### src/rtl/bic_pkg.sv
package bic_pkg;

  localparam int MAX_VARS = 32;
  localparam int VAR_W    = $clog2(MAX_VARS);
  localparam int NV_W     = 6;
  localparam int WORD_W   = 64;
  localparam int WIDX_W   = 26;
  localparam int TAG_W    = 8;
  localparam int VIDX_W   = 5;
  localparam int ACC_W    = 34;
  localparam int MAG_W    = 33;
  localparam int POP_W    = 7;
  localparam int DELTA_W  = 8;
  localparam int SUM_W    = ACC_W + 1;
  localparam int LO_VARS  = 6;

  localparam int Q_DEPTH  = 4;
  localparam int QA_W     = $clog2(Q_DEPTH);

  localparam logic signed [SUM_W-1:0] CORR_LIMIT = 35'sd4294967296;

  localparam logic [LO_VARS-1:0][WORD_W-1:0] VAR_PATTERNS = {
    64'hFFFFFFFF00000000,
    64'hFFFF0000FFFF0000,
    64'hFF00FF00FF00FF00,
    64'hF0F0F0F0F0F0F0F0,
    64'hCCCCCCCCCCCCCCCC,
    64'hAAAAAAAAAAAAAAAA
  };

  typedef enum logic {
    ST_RUN,
    ST_EMIT
  } bk_state_t;

  // one classified word: per-variable deltas for the in-word variables
  typedef struct packed {
    logic [LO_VARS-1:0][DELTA_W-1:0] lo_delta;
    logic [POP_W-1:0]                pop;
    logic [WIDX_W-1:0]               widx;
    logic [TAG_W-1:0]                tag;
    logic                            last;
    logic [NV_W-1:0]                 nvars;
  } q_entry_t;

  // per-byte counts, then a balanced adder tree
  function automatic logic [POP_W-1:0] popcnt64(input logic [WORD_W-1:0] v);
    logic [3:0] b [8];
    logic [4:0] q [4];
    logic [5:0] h [2];
    for (int j = 0; j < 8; j++) begin
      b[j] = '0;
      for (int k = 0; k < 8; k++) begin
        b[j] = b[j] + 4'(v[8*j+k]);
      end
    end
    for (int j = 0; j < 4; j++) begin
      q[j] = {1'b0, b[2*j]} + {1'b0, b[2*j+1]};
    end
    for (int j = 0; j < 2; j++) begin
      h[j] = {1'b0, q[2*j]} + {1'b0, q[2*j+1]};
    end
    return {1'b0, h[0]} + {1'b0, h[1]};
  endfunction

endpackage

### src/rtl/bic_queue.sv
module bic_queue
  import bic_pkg::*;
(
  input  logic     clk,
  input  logic     rst_n,
  input  logic     push,
  input  q_entry_t din,
  input  logic     pop,
  output q_entry_t dout,
  output logic     full,
  output logic     empty
);

  q_entry_t        mem_r [Q_DEPTH];
  logic [QA_W-1:0] wr_ptr_r;
  logic [QA_W-1:0] wr_ptr_nxt;
  logic [QA_W-1:0] rd_ptr_r;
  logic [QA_W-1:0] rd_ptr_nxt;
  logic [QA_W:0]   count_r;
  logic [QA_W:0]   count_nxt;
  logic            do_push;
  logic            do_pop;

  assign full    = (count_r == (QA_W+1)'(Q_DEPTH));
  assign empty   = (count_r == '0);
  assign do_push = push && !full;
  assign do_pop  = pop && !empty;
  assign dout    = mem_r[rd_ptr_r];

  always_comb begin
    wr_ptr_nxt = do_push ? wr_ptr_r + QA_W'(1) : wr_ptr_r;
    rd_ptr_nxt = do_pop ? rd_ptr_r + QA_W'(1) : rd_ptr_r;
    count_nxt  = count_r;
    if (do_push && !do_pop) begin
      count_nxt = count_r + (QA_W+1)'(1);
    end else if (!do_push && do_pop) begin
      count_nxt = count_r - (QA_W+1)'(1);
    end
  end

  always_ff @(posedge clk) begin
    if (!rst_n) begin
      wr_ptr_r <= '0;
      rd_ptr_r <= '0;
      count_r  <= '0;
    end else begin
      wr_ptr_r <= wr_ptr_nxt;
      rd_ptr_r <= rd_ptr_nxt;
      count_r  <= count_nxt;
    end
  end

  always_ff @(posedge clk) begin
    if (do_push) begin
      mem_r[wr_ptr_r] <= din;
    end
  end

endmodule

### config.mk
export PLATFORM = sky130hd
export DESIGN_NAME = bic_queue
export DESIGN_NICKNAME = d
export VERILOG_FILES = /design/src/rtl/bic_pkg.sv /design/src/rtl/bic_queue.sv
export SDC_FILE = /design/constraint.sdc
export NUM_CORES = 1
export LEC_CHECK = 0
export BUFFER_PORTS_ARGS = -buffer_cell sky130_fd_sc_hd__buf_2
export CORE_MARGIN = 5
export CORE_UTILIZATION = 55
export DETAILED_ROUTE_END_ITERATION = 10
export GPL_TIMING_DRIVEN = 1
export PLACE_DENSITY_LB_ADDON = 0.05
export SYNTH_ARGS = -nofsm -noshare
export SYNTH_HDL_FRONTEND = slang
export SYNTH_SLANG_ARGS = --single-unit
### constraint.sdc
create_clock -name clk -period 9.1 [get_ports clk]
set_clock_uncertainty 0.2 [all_clocks]
set_input_delay 1.82 -clock clk [delete_from_list [all_inputs] [get_ports clk]]
set_output_delay 1.82 -clock clk [all_outputs]
set_load 0.1 [all_outputs]
# [After elaboration in Yosys (flattened, before gate mapping)]
# Memories as Yosys holds them, arrays and structs flattened. A register that Yosys moved wholly into a read port is not among the register bits.
# Index checks and enable logic that the tools add are counted.
[classes] add_sub_neg=4 n_eq_ne=1 mux=6 n_reduce_logical=10
[op_table] op="3-bit 2-to-1 mux" count=2
[op_table] op="2-bit by 1-bit adder with 2-bit output, second input constant" count=2
[op_table] op="1-bit logical AND" count=4
[op_table] op="1-bit zero test" count=4
[op_table] op="2-bit 2-to-1 mux" count=2
[op_table] op="3-bit by 1-bit adder with 3-bit output, second input constant" count=1
[op_table] op="3-bit == test, second input constant" count=1
[op_table] op="3-bit zero test" count=1
[op_table] op="3-bit by 1-bit subtractor with 3-bit output, second input constant" count=1
[op_table] op="1-bit 2-to-1 mux" count=2
[op_table] op="2-bit nonzero test" count=1
[word_totals] ff_bits=7 ram_bits=384 out_inout_bits=98 wordCells=25 mem_count=1
[memory_table] memory="mem_r" words=4 word_bits=96 read_ports=1 rd_ports_with_merged_regs=1 wr=1 line="bic_queue.sv:14" source="q_entry_t mem_r [Q_DEPTH];"

# [Longest topological paths before layout]
# Gate-level depths: netlist of the first run.
[logic_depth] word_depth=7 ltp_mapped=9 ltp_nobuf=8

# [Worst setup path before layout of the first run]
# No wires, ideal clock.
[synth_path] path_kind="input-to-reg" start="input port push" end="memory mem_r[0][0] (netlist name) (enable)" setup_ns=0.466 arrival_time_ns=4.441 required_time_ns=8.434 path_slack_ns=3.993 cell_stages=3 path_cell_list="nor2b_1 clkbuf_1 and2_1"
[synth_via] elab_chain_cells=3
[synth_rtl] item="start, declared" line="bic_queue.sv:6" source="input logic push,"
[synth_rtl] item="1-bit logical AND" line="bic_queue.sv:26" source="assign do_push = push && !full;"
[synth_rtl] item="net do_push" line="bic_queue.sv:21" source="logic do_push;"
[synth_rtl] item="1-bit 2-to-1 mux" line="bic_queue.sv:54" source="if (do_push) begin"
[synth_rtl] item="1-bit 2-to-1 mux (not written as such)" line="bic_queue.sv:55" source="mem_r[wr_ptr_r] <= din;"
[synth_rtl] item="end, declared" line="bic_queue.sv:14"
# The timed path passes the listed nets, and every way through them passes these cells.

==> impl_metrics.ini, run 1 <==
[drt]
dr.pass1.iters = 4
routedWlPerCell_um = 22.7
drt_iter0_markers = 424
wl_um = 25800
ant_nets = 0
via_per_inst = 5.63
drc = 0
vias = 6412

[clocking]
clk_pin_slew_worst_paths_ns = 0.06
cts.htree.levels = 2
cts_resized = 0
cts_sinks = 393
cts_root_buf = clkbuf_16
post_cts_buffers = 0
cts_tree = yes
clock_latency_ns = 0.52
clockBufferDepth = 3
cts_buffers = 39
cts_hold_buf = 0

[place]
place_congestion = 0.717
dp_hpwl_um = 14900
io_buffers = 197
dp_cells = 1064

[floorplan]
core-area_mm2 = 0.0258
dieArea_mm2 = 0.0294
die_x_um = 171
die_y_um = 171
num_rows = 59
start_util_pct = 55.4
ios = 198

[critical_path]
critPathTopFamily = buffers and inverters
path_class = reg -> out
start_kind = flip-flop
worstPathArrival_ns = 3.54
max_stage_delay_ns = 0.96
critPathRequiredTime_ns = 7.08
crit_path_end_kind = primary output
path_cells = buf_4, mux4_2, buf_2
r2r_start = count_r[0]$_SDFFE_PN0P_
crit_slowest_cell = buf_4
crit_path_max_fanout = 52
cp.buffers_inverters = 2

[layout]
multiInputGateArea_mm2 = 0.00244
drive_gt1_share_pct = 44.8
nNetsFinal = 876
final-instance-count-excl-fill = 1138
nFillCells = 1723
seq_area_mm2 = 0.0117
syn2layout_area_growth_pct = 17.8

[run]
maxCapViolCount = 0

[synth]
ys_warn_count = 0
syn_inst = 550
synth_area_leaders = edfxtp_1 (81%), mux4_2 (15%), dfxtp_1 (1.3%)
ys_seq_area_share_pct = 81.8
synth_top_area_share_pct = 80.6
yosysTopAreaCell = edfxtp_1
ys_seq_elements = 393
syn_avg_cell_area_um2 = 26.0
synth_cell_types = 23
netlist_area_mm2 = 0.0143
synth_nets = 656

[timing]
tns_ns = 0
fmax_ghz = 0.180
finalSetupViolCount = 0
worst_pin_slew_ns = 1.14
layout_worst_path_cycle_share_pct = 61.1
finalHoldViolCount = 0
period_minus_slack_ns = 5.56
max_slew_margin_pct = 24.1
slew_viol_final = 0
rsz0062_at_grt = no

[run_status]
status = finished, final reports clean

[grt]
track_usage_pct = 17.6
grt_pass1_wl_um = 39000
grt_overflow = 0
grt_pass1_vias = 6875
grt_max_degree = 64
antenna_found_initial = 4

[worst_hold_path]
worstHoldPathType = reg -> reg
hp-start = wr_ptr_r[0]$_SDFFE_PN0P_
[placed cells by master (no fill, tap or decap), types with 2 or more instances in the layout]
cell type	synthesis	final
mux4_2	96	96
and2_1	8	4
diode_2	0	3
and2_4	0	4
clkbuf_16	0	39
clkbuf_1	7	8
mux2i_1	3	3
edfxtp_1	384	384
clkinv_1	0	10
nand2_1	4	4
buf_4	0	6
bufinv_16	0	4
inv_1	3	3
dfxtp_4	0	2
xnor2_1	3	3
dfxtp_1	9	7
inv_6	0	3
ha_1	5	5
clkinv_2	0	6
buf_2	11	197
nor2b_1	2	2
[flip-flops by register name, summed over array words and instances (netlist names), named ones only]
register,cells
count_r,3
mem_r,384
rd_ptr_r,2
wr_ptr_r,2
[cell type report]
class | instances | share of cell area [%]
tap | 335 | 2.49
sequential | 393 | 69.5
antenna | 3 | 0.0445
timing repair buffer | 203 | 6.12
clock inverter | 24 | 1.31
inverter | 3 | 0.0668
multi-input combinational | 130 | 14.5
clock buffer | 47 | 5.97
[per-stage QoR]
step | instance area [µm²] | setup WS (ns) | util [%] | hold WS [ns]
detailed placement | 15600 | 3.91 | 60.5 | 0.299
CTS | 16900 | 3.35 | 65.2 | 0.308
finish | 16900 | 3.54 | 65.3 | 0.311
global placement | 15600 | 3.93 | 60.5 | 0.277
global route | 16900 | 3.15 | 65.2 | 0.351
floorplan | 14300 | 3.99 | - | 0.268
[path summary, 6_finish.rpt]
path	endpoint	slack, ns	depth (start not counted)
worst max register to register	mem_r[0][23]$_DFFE_PP_	5.85	4
worst min-delay path	wr_ptr_r[0]$_SDFFE_PN0P_	0.31	2
worst min register to register	wr_ptr_r[0]$_SDFFE_PN0P_	0.31	2
worst max-delay path	dout[12]	3.54	3
[worst min-delay path: cells and delay by family, from the launching register on]
family,cells,cell delay (ns)
DFF,1,0.34
muxes,1,0.05
and+or+nand+nor,1,0.07
[per-layer routing]
layer	GRT usage [%]	vias to the layer above	part of all wire, %
met5	0	-	0.19
met4	3.75	8	1.4
met3	4.90	41	7.7
met2	29.9	208	51
met1	23.4	3344	40
li1	-	2811	-
[synthesized netlist by cell type]
cell	number
a21boi_0	1
and2_1	8
buf_12	1
buf_2	11
buf_6	5
clkbuf_1	7
dfxtp_1	9
edfxtp_1	384
fa_1	1
ha_1	5
inv_1	3
mux2i_1	3
mux4_2	96
nand2_1	4
nor2b_1	2
nor3_1	1
nor3b_1	1
o21ai_0	1
o311ai_0	1
o31ai_1	1
or3_1	1
xnor2_1	3
xor2_1	1
[cells by family after synthesis]
family | count (synthesis) | share of synthesized area (%)
mux | 99 | 15.3
compound gates | 4 | 0.201
fa+ha+maj | 6 | 0.577
buf+inv | 27 | 1.18
simple gates | 17 | 0.673
xor+xnor | 4 | 0.245
flops | 393 | 81.8
Power of run 1 is not shown: default switching activity piles up to over one toggle a cycle in this logic, so the estimate is an artifact.
==> inputs of run 2 (changes only) <==
==> constraint.sdc (replaced) <==
create_clock -name clk -period 5.7 [get_ports clk]
set_clock_uncertainty 0.2 [all_clocks]
set_input_delay 1.14 -clock clk [delete_from_list [all_inputs] [get_ports clk]]
set_output_delay 1.14 -clock clk [all_outputs]
set_load 0.1 [all_outputs]
==> run 2 against run 1 <==
Net effect:
- worst hold slack improved by 0.028 ns
- sequential cell count unchanged
- register-to-register slack lost 3.1 ns
- final area up 0.19%
==> impl_metrics.ini, run 2 (same netlist as run 1, synthesis figures left out) <==
[critical_path]
critPathRequiredTime_ns = 4.36
crit_path_max_fanout = 49
rr_endpoint = mem_r[3][93]$_DFFE_PP_
worstPathArrival_ns = 2.58
start_kind = flip-flop
crit_path_end = dout[87]
path_class = reg -> out
crit_path_end_kind = primary output
r2r_setup_slack_ns = 2.70
r2r_start = count_r[0]$_SDFFE_PN0P_
rr_worst_depth = 4

[layout]
reg_top3 = mem_r x384, count_r x3
largest_register = mem_r
nNetsFinal = 881
largest_reg_flops = 384
nFillCells = 1759
final_common_cell = edfxtp_1
syn2layout_area_growth_pct = 18.0
mostFrequentLayoutCells = edfxtp_1 (384), buf_2 (197), mux4_2 (96)
drive_gt1_share_pct = 44.8

[timing]
finalHoldViolCount = 0
finalSetupViolCount = 0
worst_pin_slew_ns = 1.05
slew_viol_final = 0
tns_ns = 0
rsz0062_at_grt = no
max_slew_margin_pct = 30.3
layout_worst_path_cycle_share_pct = 68.8
fmax_ghz = 0.255
period_minus_slack_ns = 3.92

[drt]
routedWlPerCell_um = 22.7
drc = 0
vias = 6350
ant_nets = 0
drt_iter0_markers = 557
via_per_inst = 5.58
wl_um = 25800
dr.pass1.iters = 4

[clocking]
cts_sinks = 393
cts.htree.levels = 2
cts_hold_buf = 0
cts_root_buf = clkbuf_16
clockBufferDepth = 3
clk_pin_slew_worst_paths_ns = 0.06
post_cts_buffers = 0
cts_resized = 0
cts_tree = yes
cts_buffers = 39
clock_latency_ns = 0.51

[grt]
grt_pass1_vias = 7035
grt_overflow = 0
track_usage_pct = 17.8
grt_pass1_wl_um = 39500
antenna_found_initial = 4
grt_max_degree = 66

[floorplan]
die_y_um = 171
dieArea_mm2 = 0.0294
die_x_um = 171
core-area_mm2 = 0.0258
ios = 198
start_util_pct = 55.4
num_rows = 59

[place]
io_buffers = 197
place_congestion = 0.735
dp_hpwl_um = 15700

[worst_hold_path]
worstHoldPathType = reg -> reg

[run_status]
status = finished, final reports clean

[run]
maxCapViolCount = 0
[run 2: changes by cell type in the layout (fill, tap and decap cells not counted), sizes merged]
cell / change
clkinv: -3
clkinvlp: -1
buf: +5
diode: -2
inv: -2
clkbuf: +3
[run 2: how the worst min path moves through the flow]
stage | start | end | slack (ns) | depth (start not counted)
after floorplan | wr_ptr_r[1]$_SDFFE_PN0P_ | wr_ptr_r[1]$_SDFFE_PN0P_ | 0.27 | 2
after global placement | wr_ptr_r[1]$_SDFFE_PN0P_ | wr_ptr_r[1]$_SDFFE_PN0P_ | 0.28 | 2
after detailed placement | wr_ptr_r[1]$_SDFFE_PN0P_ | wr_ptr_r[1]$_SDFFE_PN0P_ | 0.31 | 2
after CTS | wr_ptr_r[1]$_SDFFE_PN0P_ | wr_ptr_r[1]$_SDFFE_PN0P_ | 0.33 | 2
after global routing | wr_ptr_r[1]$_SDFFE_PN0P_ | wr_ptr_r[1]$_SDFFE_PN0P_ | 0.37 | 2
final | wr_ptr_r[1]$_SDFFE_PN0P_ | wr_ptr_r[1]$_SDFFE_PN0P_ | 0.34 | 2
[run 2: stage by stage]
step / hold slack, ns / std cells / worst slack (ns) / cell area [µm²] / utilization (%)
after global placement: 0.275 / 1069 / 2.11 / 15700 / 60.7
final: 0.339 / 1138 / 1.78 / 16900 / 65.4
after floorplan: 0.268 / 550 / 0.652 / 14300 / -
after global routing: 0.371 / 1137 / 1.63 / 16900 / 65.4
after CTS: 0.332 / 1137 / 1.71 / 16900 / 65.4
after detailed placement: 0.311 / 1069 / 2.01 / 15700 / 60.7
[run 2: final cells by class]
class	instances	area, µm²	share of cell area (%)
Timing Repair Buffer	208	1090	6.47
Tap cell	335	419	2.48
Inverter	3	11.3	0.0667
Clock inverter	18	184	1.09
Antenna cell	1	2.50	0.0148
Multi-Input combinational cell	130	2440	14.5
Clock buffer	50	1020	6.02
Sequential cell	393	11700	69.4
[run 2: layer usage]
layer / GRT usage [%] / part of all wire (%)
met2: 29.7 / 51
met3: 4.48 / 7.9
met1: 24.0 / 40
met4: 4.89 / 1.8
met5: 0 / 0.23
[run 2: critical path, stage by stage, from the launching register on]
cell and delay, ns:
dfxtp_4 0.84, buf_4 0.49, mux4_2 0.29, buf_2 0.43
Power of run 2 is left out for the same reason.
