## config.mk

```make
export PLATFORM = sky130hd
export DESIGN_NAME = bic_front
export DESIGN_NICKNAME = d
export VERILOG_FILES = /design/src/rtl/bic_pkg.sv /design/src/rtl/bic_front.sv
export SDC_FILE = /design/constraint.sdc
export NUM_CORES = 1
export LEC_CHECK = 0
export BUFFER_PORTS_ARGS = -buffer_cell sky130_fd_sc_hd__clkbuf_2
export CAP_MARGIN = 10
export CORE_MARGIN = 2
export CORE_UTILIZATION = 45
export CTS_CLUSTER_DIAMETER = 80
export DETAILED_ROUTE_END_ITERATION = 8
export PLACE_DENSITY = 0.76
export SLEW_MARGIN = 20
export SYNTH_ARGS = -nofsm -noshare
export SYNTH_HDL_FRONTEND = slang
export SYNTH_SLANG_ARGS = --single-unit
```

## constraint.sdc

```tcl
create_clock -name clk -period 14.75 [get_ports clk]
set_clock_uncertainty 0.2 [all_clocks]
set_input_delay 1.475 -clock clk [delete_from_list [all_inputs] [get_ports clk]]
set_output_delay 1.475 -clock clk [all_outputs]
set_load 0.01 [all_outputs]
```

## src/rtl/bic_pkg.sv

```systemverilog
package bic_pkg;

  localparam int MAX_VARS = 32;
  localparam int VAR_W    = $clog2(MAX_VARS);
  localparam int NV_W     = 6;
  localparam int WORD_W   = 64;
  localparam int WIDX_W   = 26;
  localparam int TAG_W    = 8;
  localparam int VIDX_W   = 5;
  localparam int ACC_W    = 34;
  localparam int MAG_W    = 33;
  localparam int POP_W    = 7;
  localparam int DELTA_W  = 8;
  localparam int SUM_W    = ACC_W + 1;
  localparam int LO_VARS  = 6;

  localparam int Q_DEPTH  = 4;
  localparam int QA_W     = $clog2(Q_DEPTH);

  localparam logic signed [SUM_W-1:0] CORR_LIMIT = 35'sd4294967296;

  localparam logic [LO_VARS-1:0][WORD_W-1:0] VAR_PATTERNS = {
    64'hFFFFFFFF00000000,
    64'hFFFF0000FFFF0000,
    64'hFF00FF00FF00FF00,
    64'hF0F0F0F0F0F0F0F0,
    64'hCCCCCCCCCCCCCCCC,
    64'hAAAAAAAAAAAAAAAA
  };

  typedef enum logic {
    ST_RUN,
    ST_EMIT
  } bk_state_t;

  // one classified word: per-variable deltas for the in-word variables
  typedef struct packed {
    logic [LO_VARS-1:0][DELTA_W-1:0] lo_delta;
    logic [POP_W-1:0]                pop;
    logic [WIDX_W-1:0]               widx;
    logic [TAG_W-1:0]                tag;
    logic                            last;
    logic [NV_W-1:0]                 nvars;
  } q_entry_t;

  // per-byte counts, then a balanced adder tree
  function automatic logic [POP_W-1:0] popcnt64(input logic [WORD_W-1:0] v);
    logic [3:0] b [8];
    logic [4:0] q [4];
    logic [5:0] h [2];
    for (int j = 0; j < 8; j++) begin
      b[j] = '0;
      for (int k = 0; k < 8; k++) begin
        b[j] = b[j] + 4'(v[8*j+k]);
      end
    end
    for (int j = 0; j < 4; j++) begin
      q[j] = {1'b0, b[2*j]} + {1'b0, b[2*j+1]};
    end
    for (int j = 0; j < 2; j++) begin
      h[j] = {1'b0, q[2*j]} + {1'b0, q[2*j+1]};
    end
    return {1'b0, h[0]} + {1'b0, h[1]};
  endfunction

endpackage

```

## src/rtl/bic_front.sv

```systemverilog
module bic_front
  import bic_pkg::*;
(
  input  logic              clk,
  input  logic              rst_n,
  input  logic              cfg_we,
  input  logic [NV_W-1:0]   cfg_wdata,
  input  logic [WORD_W-1:0] table_word,
  input  logic [WIDX_W-1:0] word_index,
  input  logic [TAG_W-1:0]  function_index,
  input  logic              final_word,
  output q_entry_t          entry
);

  logic [NV_W-1:0] var_count_r;
  logic [NV_W-1:0] var_count_nxt;
  logic [NV_W-1:0] nvars;
  logic [POP_W-1:0] pop;
  logic [POP_W-1:0] ones [LO_VARS];

  always_comb begin
    var_count_nxt = cfg_we ? cfg_wdata : var_count_r;
  end

  always_ff @(posedge clk) begin
    if (!rst_n) begin
      var_count_r <= NV_W'(MAX_VARS);
    end else begin
      var_count_r <= var_count_nxt;
    end
  end

  // zero means one variable, anything above the lane count saturates
  always_comb begin
    nvars = var_count_r;
    if (nvars == '0) begin
      nvars = NV_W'(1);
    end
    if (nvars > NV_W'(MAX_VARS)) begin
      nvars = NV_W'(MAX_VARS);
    end
  end

  always_comb begin
    pop = popcnt64(table_word);
    for (int i = 0; i < LO_VARS; i++) begin
      ones[i] = popcnt64(table_word & VAR_PATTERNS[i]);
    end
  end

  always_comb begin
    entry.pop   = pop;
    entry.widx  = word_index;
    entry.tag   = function_index;
    entry.last  = final_word;
    entry.nvars = nvars;
    // ones minus zeros = 2*ones - pop
    for (int i = 0; i < LO_VARS; i++) begin
      entry.lo_delta[i] = {ones[i], 1'b0} - {1'b0, pop};
    end
  end

endmodule

```

## Word level (Yosys, flattened, before mapping)

Cells that the tools add are included.

- Register bits: 6
- Input port bits: 108
- Output and inout bits: 96
- Logic and storage cells: 171

- Add/subtract/negate cells: 166
- Magnitude comparators: 1
- Mux-type cells: 2
- Reduce and logical (&&, ||, !) cells: 1

Operators with widths:

| operator | count |
|---|---|
| $add 4x1->4 | 41 |
| $add 3x1->4 | 27 |
| $add 4x4->5 | 18 |
| $add 2x1->3 | 28 |
| $add 1x1->2 | 32 |
| $add 5x5->6 | 10 |
| $sub 8x7->8 | 5 |
| $add 6x6->7 | 4 |
| $mux 6 | 2 |
| $sub 7x7->8 | 1 |
| $gt 6x6->1 const B | 1 |
| $logic_not 6->1 | 1 |

## Depth between registers and ports, before layout

Gate-level depths: netlist of run 1.

- Depth after elaboration: 11
- Mapped depth: 30
- Depth with buffers taken out: 30

## Worst setup path after synthesis of run 1

Ideal clock, no wire load.

- Path type: in2out
- Start point: input table_word[24]
- End point: output entry[71] in the netlist's numbering
- Data arrival time: 8.917 ns
- Data required time: 13.075 ns
- Setup slack: 4.158 ns
- Stages on the path: 24
- Path buffers: 0
- Path through: fa_1 > inv_1 > fa_1 > fa_1 > inv_1 > ha_1 > fa_1 > inv_1 > fa_1 > fa_1 > fa_1 > inv_1 > fa_1 > ha_1 > inv_1 > fa_1 > fa_1 > ha_1 > a21o_1 > a21oi_1 > o21bai_1 > a21o_1 > maj3_1 > a21oi_1

RTL lines:

| element | RTL line | RTL |
|---|---|---|
| from (decl) | bic_front.sv:8 | `input logic [WORD_W-1:0] table_word,` |
| to (decl) | bic_front.sv:12 | `output q_entry_t entry` |

==> impl_metrics.tcl, run 1 <==
set metrics [dict create \
    synth_top_family_by_area "adder cells" \
    clk_latency_ns 0.23 \
    drive_gt1_frac 0.1844 \
    setup_tns_ns 0 \
    hpwl_um 14090 \
    gp_congestion 0.9254 \
    cts.sinks 6 \
    synth_simple_gate_area_frac 0.04673 \
    setup_viol 0 \
    wl_um 15000 \
    antenna_found_initial 0 \
    vias_per_cell 4.857 \
    crit_path_max_incr_delay_ns 1.04 \
    ctsHoldBuffers 0 \
    antennaDiodeCount 0 \
    postSynthCellCount 688 \
    htreeDepth 1 \
    cpMostUsedCell "fa_1" \
    cts_buffer_depth 2 \
    vias 4687 \
    ff2ff_setup_slack_ns 13.89 \
    postLayoutCoreUtil 0.5063 \
    critPathKind "in2out" \
    synth_compound_area_frac 0.09908 \
    drv_cap 0 \
    netlist_area_um2 6668 \
    ys_warn_count 0 \
    crit_slowest_cell "fa_1" \
    cts.root.buffer_cell "clkbuf_16" \
    critPathCaptureType "primary output" \
    tightest_slew_ns 0.9192 \
    cp_num_buf_inv 7 \
    worstPathArrival_ns 9.53 \
    core_area_um2 14480 \
    port-buffer-count 133 \
    avgRoutedWirePerCell_um 15.55 \
    cts_tree "yes" \
    grtUsageTotal 0.1958 \
    drc 0 \
    hold_viol 0 \
    first_global_vias 5006 \
    layout_common_cells "inv_1, clkbuf_2, fa_1" \
    numCtsBuffers 3 \
    synth_xor_area_frac 0.08801 \
    worst_setup_path_start_kind "input pin" \
    largest_register_ffs 6 \
    rsz0062_at_grt "no" \
    regMostFlops "var_count_r" \
    synth_fp_nets 1035 \
    synth_fa_ha_area_frac 0.5967 \
    die_y_um 125.7 \
    crit_family "adder cells" \
    grt_pass1_wl_um 24430 \
    cts_resized 0 \
    clk_pin_slew_ns 0.03 \
    die_w_um 125.7 \
    drtPass1Iterations 4 \
    fin_crit_ns 11.20 \
    drtIter0Drc 98 \
    critical_path.max_fanout 13 \
    hp-class "reg2reg" \
    dieArea_um2 15810 \
    fin_crit_sh 0.7596 \
    synth_cell_types 30 \
    grt_max_degree 14 \
    max_slew_margin 0.3852 \
    io_pins 204 \
    yosys_register_bits 6 \
    row_count 44 \
    cp.required_ns 13.07 \
    grt_overflow 0 \
    antenna_left 0 \
    mostFrequentLayoutCell "inv_1" \
    post-cts-setup-buffers 0 \
    synth_seq_area_share 0.01801 \
    areaGrowthSynthToFinish_pct 9.946 \
    outcome "finished clean" \
    max_freq_ghz 0.08925 \
    start_util 0.4605 \
    finalMaxSlewViolations 0 \
    syn_avg_cell_area_um2 9.691 \
    top_regs "var_count_r (6)" \
    finalNetCount 1130 \
    synthMuxAreaShare 0.009007 \
]
-- logic make-up after synthesis --
| group | count (synthesis) |
|---|---|
| fa+ha+maj | 241 |
| buf+inv | 212 |
| compound gates | 100 |
| xor+xnor | 67 |
| simple gates | 56 |
| mux | 6 |
| flops | 6 |
-- cells in the mapped netlist --
library cell	number	area share
xor2_1	24	0.032
clkbuf_1	2	0.0011
nand3_1	1	0.00075
nand3b_1	1	0.0011
a2111oi_2	1	0.0023
mux2i_1	6	0.0090
nor2b_1	19	0.018
nor3b_1	1	0.0011
nand2b_1	9	0.0084
nor2_1	11	0.0062
or3b_2	1	0.0013
a21oi_1	36	0.027
dfxtp_1	6	0.018
a21o_1	35	0.039
nand2_1	6	0.0034
a31o_1	4	0.0053
a211oi_4	1	0.0030
inv_1	169	0.095
xnor2_1	43	0.056
ha_1	110	0.21
fa_1	129	0.39
nor4_1	1	0.00094
o21a_1	5	0.0056
maj3_1	2	0.0030
buf_4	41	0.046
o21ai_0	9	0.0068
or2_2	4	0.0038
o21bai_1	8	0.0090
and2_1	2	0.0019
o21ai_1	1	0.00075
-- per-stage QoR --
| step | cell area, µm² | setup WS, ns | hold slack (ns) | std cells |
|---|---|---|---|---|
| after floorplan | 6668 | 4.158 | 0.2834 | 688 |
| after CTS | 7331 | 3.518 | 0.3387 | 965 |
| final | 7331 | 3.546 | 0.3338 | 965 |
| after global placement | 7248 | 3.594 | 0.3125 | 962 |
| after detailed placement | 7256 | 3.571 | 0.3173 | 962 |
| after global routing | 7331 | 3.135 | 0.3674 | 965 |
-- path summary, 6_finish.rpt --
check,start,end,cells after the start
worst max register to register,var_count_r[5],var_count_r[5],2
worst max-delay path,table_word[24],entry[71],26
worst min register to register,var_count_r[1],var_count_r[1],2
worst min-delay path,var_count_r[1],var_count_r[1],2
-- worst min-delay path, cell delays in order, from the launching register on --
cell     delay, ns
dfxtp_1       0.31
mux2i_1       0.12
nor2b_1       0.05
-- cell type report --
type	count	area [µm²]
clock buffers	3	75.07
repair buffers	133	665.6
inverters	169	634.4
multi-input cells	470	5605
flip-flops and latches	6	120.1
fillers	1300	7148
well taps	184	230.2
-- layer usage --
metal  global-route usage  part of all wire  routed length (µm)  vias up
met1               0.2565              0.43                6378     2230
met4              0.05033             0.025                 376        0
met5                    0                 0                   0        -
met3              0.01699             0.050                 745       26
li1                     -                 -                   -     2282
met2               0.3501              0.50                7502      149
Power of run 1 is left out: the tool's default activity adds up to more than one toggle a clock period on the data nets, which glitch-free logic cannot reach.
==> run 2: changes to the inputs <==
clock period = 10.9 ns   (was 14.75 ns; I/O delays follow)
==> impl_metrics.tcl, run 2 (synthesis results as in run 1) <==
set metrics [dict create \
    outcome "finished clean" \
    grt_overflow 0 \
    cts_buffer_depth 2 \
    critPathKind "in2out" \
    wl_um 15240 \
    drv_cap 0 \
    first_global_vias 5070 \
    fin_crit_ns 10.31 \
    cts.root.buffer_cell "clkbuf_16" \
    start_util 0.4605 \
    drive_gt1_frac 0.1862 \
    critical_path.max_fanout 8 \
    die_w_um 125.7 \
    grt_max_degree 14 \
    crit_path_max_incr_delay_ns 0.71 \
    antenna_found_initial 0 \
    antennaDiodeCount 0 \
    max_freq_ghz 0.09700 \
    critPathCaptureType "primary output" \
    crit_family "adder cells" \
    vias_per_cell 4.887 \
    numCtsBuffers 3 \
    dieArea_um2 15810 \
    max_slew_margin 0.4630 \
    cts.sinks 6 \
    top_regs "var_count_r (6)" \
    ctsHoldBuffers 0 \
    hold_viol 0 \
    regMostFlops "var_count_r" \
    cts_resized 0 \
    largest_register_ffs 6 \
    cp_num_buf_inv 8 \
    layout_common_cells "inv_1, clkbuf_2, fa_1" \
    clk_pin_slew_ns 0.03 \
    hp-class "reg2reg" \
    clk_latency_ns 0.23 \
    avgRoutedWirePerCell_um 15.74 \
    n_fill_cell 1327 \
    drtPass1Iterations 4 \
    post-cts-setup-buffers 0 \
    port-buffer-count 133 \
    antenna_left 0 \
    io_pins 204 \
    rsz0062_at_grt "no" \
    drtIter0Drc 147 \
    worstPathArrival_ns 9.02 \
    grtUsageTotal 0.1969 \
    crit_slowest_cell "fa_1" \
    vias 4731 \
    mostFrequentLayoutCell "inv_1" \
    fin_crit_sh 0.9458 \
    die_y_um 125.7 \
    setup_viol 0 \
    gp_congestion 0.9217 \
    finalMaxSlewViolations 0 \
    grt_pass1_wl_um 24740 \
    areaGrowthSynthToFinish_pct 10.17 \
    row_count 44 \
    worst_setup_path_start_kind "input pin" \
    tightest_slew_ns 0.8045 \
    finalNetCount 1133 \
    drc 0 \
    cts_tree "yes" \
    htreeDepth 1 \
    cpMostUsedCell "fa_1" \
    cp.required_ns 9.61 \
    core_area_um2 14480 \
    setup_tns_ns 0 \
    hpwl_um 14320 \
]
-- run 2: worst reg2reg max path, cell delays in order, from the launching register on --
cell	delay, ns
dfxtp_1	0.35
mux2i_1	0.14
nand2_1	0.06
-- run 2: layout make-up --
class	count	area, µm²	area share
multi-input combinational	470	5598	0.7621
timing repair buffer	136	688.2	0.09368
inverter	169	634.4	0.08636
tap	184	230.2	0.03134
sequential	6	120.1	0.01635
clock buffer	3	75.07	0.01022
-- run 2: final timing paths --
| check | start | to | slack, ns | cells past startpoint |
|---|---|---|---|---|
| max | table_word[24] | entry[70] | 0.59 | 27 |
| min | var_count_r[0] | var_count_r[0] | 0.32 | 2 |
| max reg2reg | var_count_r[5] | var_count_r[5] | 10.04 | 2 |
| min reg2reg | var_count_r[0] | var_count_r[0] | 0.32 | 2 |
-- run 2: per-layer routing --
metal  vias up  track usage  wire (µm)
li1       2285            -          -
met3        18      0.01827        759
met5         -            0          0
met2       157       0.3660       7847
met4         0      0.03203        210
met1      2271       0.2530       6420
-- run 2: metrics by stage --
stage	util	setup slack [ns]	instances	instance area [µm²]	hold slack, ns
2_1_floorplan	-	1.078	688	6668	0.2834
3_3_place_gp	0.5022	0.7565	965	7271	0.3068
3_5_place_dp	0.5022	0.6271	965	7271	0.3196
4_1_cts	0.5073	0.6183	968	7346	0.3262
5_1_grt	0.5073	0.2391	968	7346	0.3440
6_report	0.5073	0.5911	968	7346	0.3232
Power of run 2 is left out for the same reason.
==> run 3: changes to the inputs <==
ABC_AREA = 1   (was default)
==> impl_metrics.tcl, run 3 <==
set metrics [dict create \
    outcome "finished clean" \
    n_fill_cell 1470 \
    ys.flop_type "dfxtp_1" \
    drtPass1Iterations 6 \
    drive_gt1_frac 0.1783 \
    fin_crit_ns 10.32 \
    antennaDiodeCount 0 \
    seqCellArea_um2 120.1 \
    antenna_left 0 \
    critical_path.max_fanout 6 \
    max_slew_margin 0.4693 \
    drc 0 \
    hp-class "reg2reg" \
    cts_resized 0 \
    row_count 45 \
    mostFrequentLayoutCell "inv_1" \
    crit_path_max_incr_delay_ns 0.58 \
    synth_seq_area_share 0.01743 \
    fin_crit_sh 0.9471 \
    hold_viol 0 \
    cpMostUsedCell "fa_1" \
    clk_latency_ns 0.23 \
    worst_setup_path_start_kind "input pin" \
    regMostFlops "var_count_r" \
    antenna_found_initial 0 \
    hpwl_um 15350 \
    synth_top_cell_area_share 0.3747 \
    cts.root.buffer_cell "clkbuf_16" \
    multiInputGateArea_um2 5689 \
    numCtsBuffers 3 \
    vias 5326 \
    postSynthCellCount 800 \
    synth_common_cells "inv_1, fa_1, ha_1" \
    cts_buffer_depth 2 \
    postLayoutCoreUtil 0.5002 \
    grt_pass1_wl_um 26300 \
    gp_congestion 0.9817 \
    critPathKind "in2out" \
    grt_max_degree 18 \
    synth_edf_count 0 \
    drtIter0Drc 220 \
    ys_warn_count 0 \
    cp.required_ns 9.61 \
    start_util 0.4568 \
    largest_register_ffs 6 \
    layout_common_cells "inv_1, clkbuf_2, fa_1" \
    ctsHoldBuffers 0 \
    die_y_um 127.8 \
    stdcell_count 1080 \
    async_flop_share 0 \
    finalNetCount 1241 \
    htreeDepth 1 \
    core_area_um2 15090 \
    dp_cells 1077 \
    crit_slowest_cell "fa_1" \
    finalMaxSlewViolations 0 \
    areaGrowthSynthToFinish_pct 9.512 \
    synth.area.top_cells "fa_1, ha_1, inv_1" \
    cts_tree "yes" \
    cts.sinks 6 \
    worstPathArrival_ns 9.03 \
    max_freq_ghz 0.09687 \
    port-buffer-count 133 \
    vias_per_cell 4.931 \
    grtUsageTotal 0.2047 \
    tightest_slew_ns 0.7951 \
    die_w_um 127.8 \
    drv_cap 0 \
    synth.most_common_cell "inv_1" \
    netlist_area_um2 6893 \
    first_global_vias 5474 \
    clk_pin_slew_ns 0.03 \
    synth_fp_nets 1147 \
    wl_um 16440 \
    synth_cell_types 33 \
    dieArea_um2 16320 \
    rsz0062_at_grt "no" \
    setup_viol 0 \
    syn_avg_cell_area_um2 8.616 \
    yosys_register_bits 6 \
    post-cts-setup-buffers 0 \
    critPathCaptureType "primary output" \
    io_pins 204 \
    grt_overflow 0 \
    setup_tns_ns 0 \
    top_regs "var_count_r (6)" \
    avgRoutedWirePerCell_um 15.23 \
    synth_top_area_cell "fa_1" \
]
==> run 3: metrics by stage <==
stage / hold slack (ns) / setup WS, ns / instance area, µm²
after floorplan: 0.2446 / 1.329 / 6893
after global routing: 0.2925 / 0.1700 / 7548
after global placement: 0.2644 / 0.7451 / 7473
after CTS: 0.2741 / 0.6093 / 7548
final: 0.2765 / 0.5764 / 7548
after detailed placement: 0.2687 / 0.6313 / 7473
==> run 3: worst max-delay path, delay by kind of cell <==
kind,cells,cell delay [ns]
buffers and inverters,9,0.89
XOR/XNOR,2,0.40
AO/OA/AOI/OAI,2,0.33
AND/OR/NAND/NOR,6,0.59
adder cells (fa/ha/maj),13,5.71
==> run 3: worst paths after layout <==
path / startpoint / endpoint / slack (ns) / cells after the start
setup / recovery: table_word[24] / entry[94] / 0.58 / 32
hold / removal: var_count_r[0] / var_count_r[0] / 0.28 / 2
setup reg to reg: var_count_r[5] / var_count_r[5] / 10.08 / 2
hold reg to reg: var_count_r[0] / var_count_r[0] / 0.28 / 2
==> run 3: kinds of logic (layout without fill, tap and decap cells) <==
logic type               count (synthesis)  count (layout)  share of synthesized area
AO/OA/AOI/OAI                           97              97                    0.07497
flip-flops                               6               6                    0.01743
AND/OR/NAND/NOR                        158             158                     0.1064
buffers and inverters                  246             338                     0.1572
adder cells (fa/ha/maj)                239             239                     0.5743
XOR/XNOR                                54              54                    0.06970
==> run 3: layout make-up <==
cell class              instances  share of cell area
well taps                     188             0.03116
multi-input cells             548              0.7537
repair buffers                133             0.08818
inverters                     202              0.1011
flip-flops and latches          6             0.01591
clock buffers                   3            0.009945
==> run 3: metal layers <==
metal | up-vias | share of wire | track usage
met4 | 0 | 0.024 | 0.05171
met3 | 27 | 0.033 | 0.01294
met5 | - | 0 | 0
met1 | 2570 | 0.43 | 0.2692
li1 | 2605 | - | -
met2 | 124 | 0.51 | 0.3684
Power of run 3 is left out for the same reason.
